==> src/sv/assert_macros.svh <==
// ----------------------------------------------------------------------------
// Assertion macros
// Shared concurrent assertion helpers for the matrix multiply engine RTL.
// ----------------------------------------------------------------------------
`ifndef ASSERT_MACROS_SVH
`define ASSERT_MACROS_SVH

`ifndef ASSERT_OFF

// Clocked property check, disabled while reset is asserted.
`define ASSERT_PROP(label, clk, rst_n, prop) \
	label: assert property (@(posedge clk) disable iff (!rst_n) prop) \
		else $error("assertion failed");

// The expression must never hold at a clock edge outside reset.
`define ASSERT_NEVER(label, clk, rst_n, expr) \
	label: assert property (@(posedge clk) disable iff (!rst_n) !(expr)) \
		else $error("forbidden condition seen");

`else

`define ASSERT_PROP(label, clk, rst_n, prop)
`define ASSERT_NEVER(label, clk, rst_n, expr)

`endif

`endif

==> src/sv/mme_ram.sv <==
// ----------------------------------------------------------------------------
// Generic RAM
// One write port, one read port with registered read data.
// ----------------------------------------------------------------------------
module mme_ram #(
	parameter int WIDTH = 32,
	parameter int DEPTH = 64,
	localparam int AW   = (DEPTH > 1) ? $clog2(DEPTH) : 1
) (
	input  logic             clk,
	input  logic             we,
	input  logic [AW-1:0]    waddr,
	input  logic [WIDTH-1:0] wdata,
	input  logic             re,
	input  logic [AW-1:0]    raddr,
	output logic [WIDTH-1:0] rdata
);

	logic [WIDTH-1:0] mem [DEPTH];

	always_ff @(posedge clk) begin
		if (we) begin
			mem[waddr] <= wdata;
		end
		if (re) begin
			rdata <= mem[raddr];
		end
	end

endmodule

==> config.mk <==
export PLATFORM = sky130hd
export DESIGN_NAME = mme_ram
export DESIGN_NICKNAME = d
export VERILOG_FILES = /design/src/sv/assert_macros.svh /design/src/sv/mme_ram.sv
export SDC_FILE = /design/constraint.sdc
export NUM_CORES = 2
export LEC_CHECK = 0
export BUFFER_PORTS_ARGS = -buffer_cell sky130_fd_sc_hd__buf_2
export CAP_MARGIN = 20
export CORE_MARGIN = 3
export CORE_UTILIZATION = 25
export DETAILED_ROUTE_END_ITERATION = 10
export PLACE_DENSITY = 0.45
export SLEW_MARGIN = 10
export SYNTH_ARGS = -nofsm -noshare
export SYNTH_HDL_FRONTEND = slang
export SYNTH_SLANG_ARGS = --single-unit
==> constraint.sdc <==
create_clock -name clk -period 9.85 [get_ports clk]
set_input_delay 0.4925 -clock clk [delete_from_list [all_inputs] [get_ports clk]]
set_output_delay 0.4925 -clock clk [all_outputs]
set_load 0.03 [all_outputs]
---- Word level (Yosys, flattened, before mapping) ----
Memories as Yosys holds them, arrays and structs flattened. A register that Yosys moved wholly into a read port is not among the register bits.
Index checks and enable logic that the tools add are counted.
cells by class
  muxes and demuxes ....................... 2
operator list
  kind    number
  $mux 1  2
storage, ports and cells
  input port bits ......................... 47
  output and inout port bits .............. 32
  memories kept ........................... 1
  register bits ........................... 0
  bits in writable memories ............... 2048
memory list
  name  words  bits a word  read ports  clocked after Yosys merged registers in  write ports  RTL line       RTL
  mem   64     32           1           1                                        1            mme_ram.sv:19  logic [WIDTH-1:0] mem [DEPTH];

---- Logic depth before layout (Yosys ltp) ----
  word-level depth ........................ 2
  depth in mapped cells ................... 10
  gate-level depth less buffers ........... 5

---- Worst setup path after synthesis ----
No wires, ideal clock.
  path kind ............................... input -> register
  start point ............................. in waddr[3]
  end point ............................... mem mem[48][0], enable pin
  library setup time ...................... 0.461 ns
  stages on the path ...................... 4
  path buffers ............................ 1
  arrival time ............................ 3.191 ns
  path slack .............................. 6.198 ns
  cell sequence ........................... clkbuf_1 > nor2b_1 > nand4b_1 > nor3_1
RTL lines
  item         RTL line       RTL
  from (decl)  mme_ram.sv:12  input logic [AW-1:0] waddr,
  to (decl)    mme_ram.sv:19
Straight into the memory's write port.

==> impl_metrics.ini <==
[synth]
ys_warn_count = 0
synth_nets = 3371
ys_seq_elements = 2080
ys.flop_type = edfxtp_1
synth.avg_cell_area_um2 = 23.72
synth_area_leaders = edfxtp_1, mux4_2, mux2i_1
synth-edff-count = 2080
syn_area_mm2 = 0.07884
synth_top_area_cell = edfxtp_1
yosysSeqAreaShare_pct = 79.23
syn_inst = 3324
yosys.area.top_type_share_pct = 79.23
ys_types = 33
async_flop_share_pct = 0

[timing]
fin_crit_ns = 3.772
slew_viol_final = 0
post-route-period-util_pct = 38.29
worst_pin_slew_ns = 1.052
setup_viol = 0
rsz0062_at_grt = false
hold_viol = 0
setup-tns-final_ns = 0
slew_headroom_pct = 29.64
skew_ns = 0.02575
finalWorstSetupSlack_ns = 6.078
clock.fmax_mhz = 265.1

[clocking]
cts_setup_buffers = 0
cts_sinks = 2080
clk_pin_slew_worst_paths_ns = 0.06
cts_tree = done
clk_root_buffer_cell = clkbuf_16
cts_resized = 0
clock_latency_ns = 0.85
postCtsHoldBufs = 0
cts_max_path_buffers = 3
numCtsBuffers = 218
htreeDepth = 4

[drt]
routedWlPerCell_um = 29.60
via_per_inst = 4.679
drt_first_pass_iters = 6
ant_nets = 0
drt_iter0_markers = 4342
drt-total-wl_mm = 233.8
vias = 36960
drc = 0

[place]
numPortBuffers = 78
place_ws_ns = 5.105
placed_area_mm2 = 0.08514
place.gp.congestion = 0.7387
dpl.hpwl_mm = 126.2
dp.cells = 7496

[finish]
area_delta_synth_final_pct = 16.36
fillers = 30360
fin_area_mm2 = 0.09174
instances_no_fill = 7898
nets = 3623
drive_gt1_share_pct = 29.78

[global_routing]
grt.total_usage_pct = 14.30
antenna_found_initial = 29
grt_max_degree = 126
grt-ovfl-total = 0
grt_pass1_vias = 37960
grt_pass1_wl_mm = 322.2

[worst_setup_path]
critPathLaunchType = input port
worstPathArrival_ns = 4.33
slowest_stage = a21oi_1
critPathMaxFanout = 60
critPathKind = in2reg
worst_setup_path_end_kind = flop
worstPathRequired_ns = 10.41
worstPathCellList = buf_8 -> buf_4 -> buf_4 -> mux4_2 -> mux2i_1 -> a21oi_1 -> a21oi_1 -> nor2_1
r2r-start = mem[42][29]$_DFFE_PP_
r2r-end = rdata[29]$_DFFE_PP_
r2r_cells = 5
critPathMaxStageDelay_ns = 0.82
rrSetupSlack_ns = 7.19

[power_and_ir_drop]
total_leakage_power_nw = 27.68
power_mw = 18.49
power_density_mw_per_mm2 = 201.5
ir_worst_vdd_v = 0.0001764

[floorplan]
core_mm2 = 0.3129
start_util_pct = 25.19
die_w_um = 567.6
die_height_um = 567.6
dieArea_mm2 = 0.3221
io_pins = 79
rows = 205

[min_path]
hold_end = rdata[11]$_DFFE_PP_
worstHoldStart = re
hold_depth = 1
min_path_type = in2reg

[job]
drv_cap = 0

[outcome]
status = finished, final reports clean
-- layout make-up --
class                           count  area [µm²]  share of cell area (%)
Tap cell                         4140        5180                   5.647
Timing Repair Buffer              214        1523                   1.660
Antenna cell                        7       17.52                 0.01909
Sequential cell                  2080       62460                   68.09
Multi-Input combinational cell   1062       15980                   17.42
Clock buffer                      272        5700                   6.214
Clock inverter                    123       875.8                  0.9547
-- flip-flops by register name (all words and copies together) (netlist names) --
| signal | count |
|---|---|
| mem | 2048 |
| rdata | 32 |
-- power by group --
part | internal (mW) | switching, mW
logic | 0.321 | 0.641
registers | 9.82 | 0.0351
clock network | 4.29 | 3.38
total | 14.4 | 4.06
-- cell usage in the layout, fill, tap and decap left out, types with 3 or more instances in the layout --
| cell type | n |
|---|---|
| buf_4 | 130 |
| bufinv_16 | 8 |
| nand2b_2 | 3 |
| clkinv_2 | 42 |
| and3_1 | 4 |
| nor2_4 | 62 |
| edfxtp_1 | 2080 |
| clkbuf_16 | 220 |
| clkinv_1 | 57 |
| nand3b_1 | 5 |
| buf_8 | 3 |
| nand2_1 | 26 |
| buf_12 | 6 |
| a22oi_1 | 12 |
| buf_2 | 74 |
| clkbuf_1 | 52 |
| diode_2 | 7 |
| nor2_1 | 75 |
| a311oi_1 | 8 |
| or3_1 | 3 |
| o221ai_1 | 27 |
| o32ai_1 | 4 |
| nor2b_1 | 15 |
| a21oi_1 | 62 |
| o22ai_1 | 83 |
| a41o_1 | 4 |
| clkinv_8 | 4 |
| nand2b_1 | 5 |
| or3b_2 | 3 |
| nor3_1 | 5 |
| nand3_1 | 5 |
| mux4_2 | 544 |
| inv_6 | 7 |
| mux2i_1 | 93 |
-- worst max path at each step --
stage	start	endpoint
after floorplan	waddr[3]	mem[48][0]$_DFFE_PP_
after global placement	raddr[1]	rdata[19]$_DFFE_PP_
after detailed placement	raddr[1]	rdata[19]$_DFFE_PP_
after CTS	raddr[1]	rdata[19]$_DFFE_PP_
after global routing	raddr[0]	rdata[29]$_DFFE_PP_
final	raddr[2]	rdata[29]$_DFFE_PP_
-- routing by layer --
layer / global-route usage, % / part of all wire, % / vias up
li1: - / - / 14840
met1: 20.14 / 44 / 20650
met2: 23.43 / 49 / 1177
met3: 2.118 / 5.9 / 281
met4: 3.029 / 1.9 / 4
met5: 0 / 0.010 / -
-- synthesized netlist by cell type, drive strengths merged (2+ instances only) --
cell type	n
clkbuf	74
mux4	544
nor3	7
o32ai	4
and2	2
a21oi	62
nand2b	8
or3b	5
o22ai	84
nand3b	5
nor2	137
nand4	2
or3	3
nor2b	15
a22oi	12
buf	108
a41o	4
and3	4
nand2	26
mux2i	93
edfxtp	2080
a311oi	8
o221ai	27
or2	3
nand3	5
-- per-stage QoR --
stage               util, %  hold slack (ns)
CTS                   29.31        0.0009978
finish                29.32          0.09684
global placement      27.21           0.8342
detailed placement    27.21           0.8419
floorplan                 -           0.5914
global route          29.31          0.02334
-- worst max-delay path, delay by kind of cell --
family | cells | cell delay, ns
buf+inv | 3 | 1.70
compound gates | 2 | 1.16
mux | 2 | 0.69
simple gates | 1 | 0.08
-- cell families (layout without fill, tap and decap cells) --
logic type             after synthesis  count (layout)  share of synthesized area (%)
buffers and inverters              182             609                          1.124
AO/OA/AOI/OAI                      202             202                          1.666
multiplexers                       637             637                          16.72
flip-flops                        2080            2080                          79.23
AND/OR/NAND/NOR                    223             223                          1.260
other                                0               7                              0
Note: power is estimated with default switching activity, not from simulation.
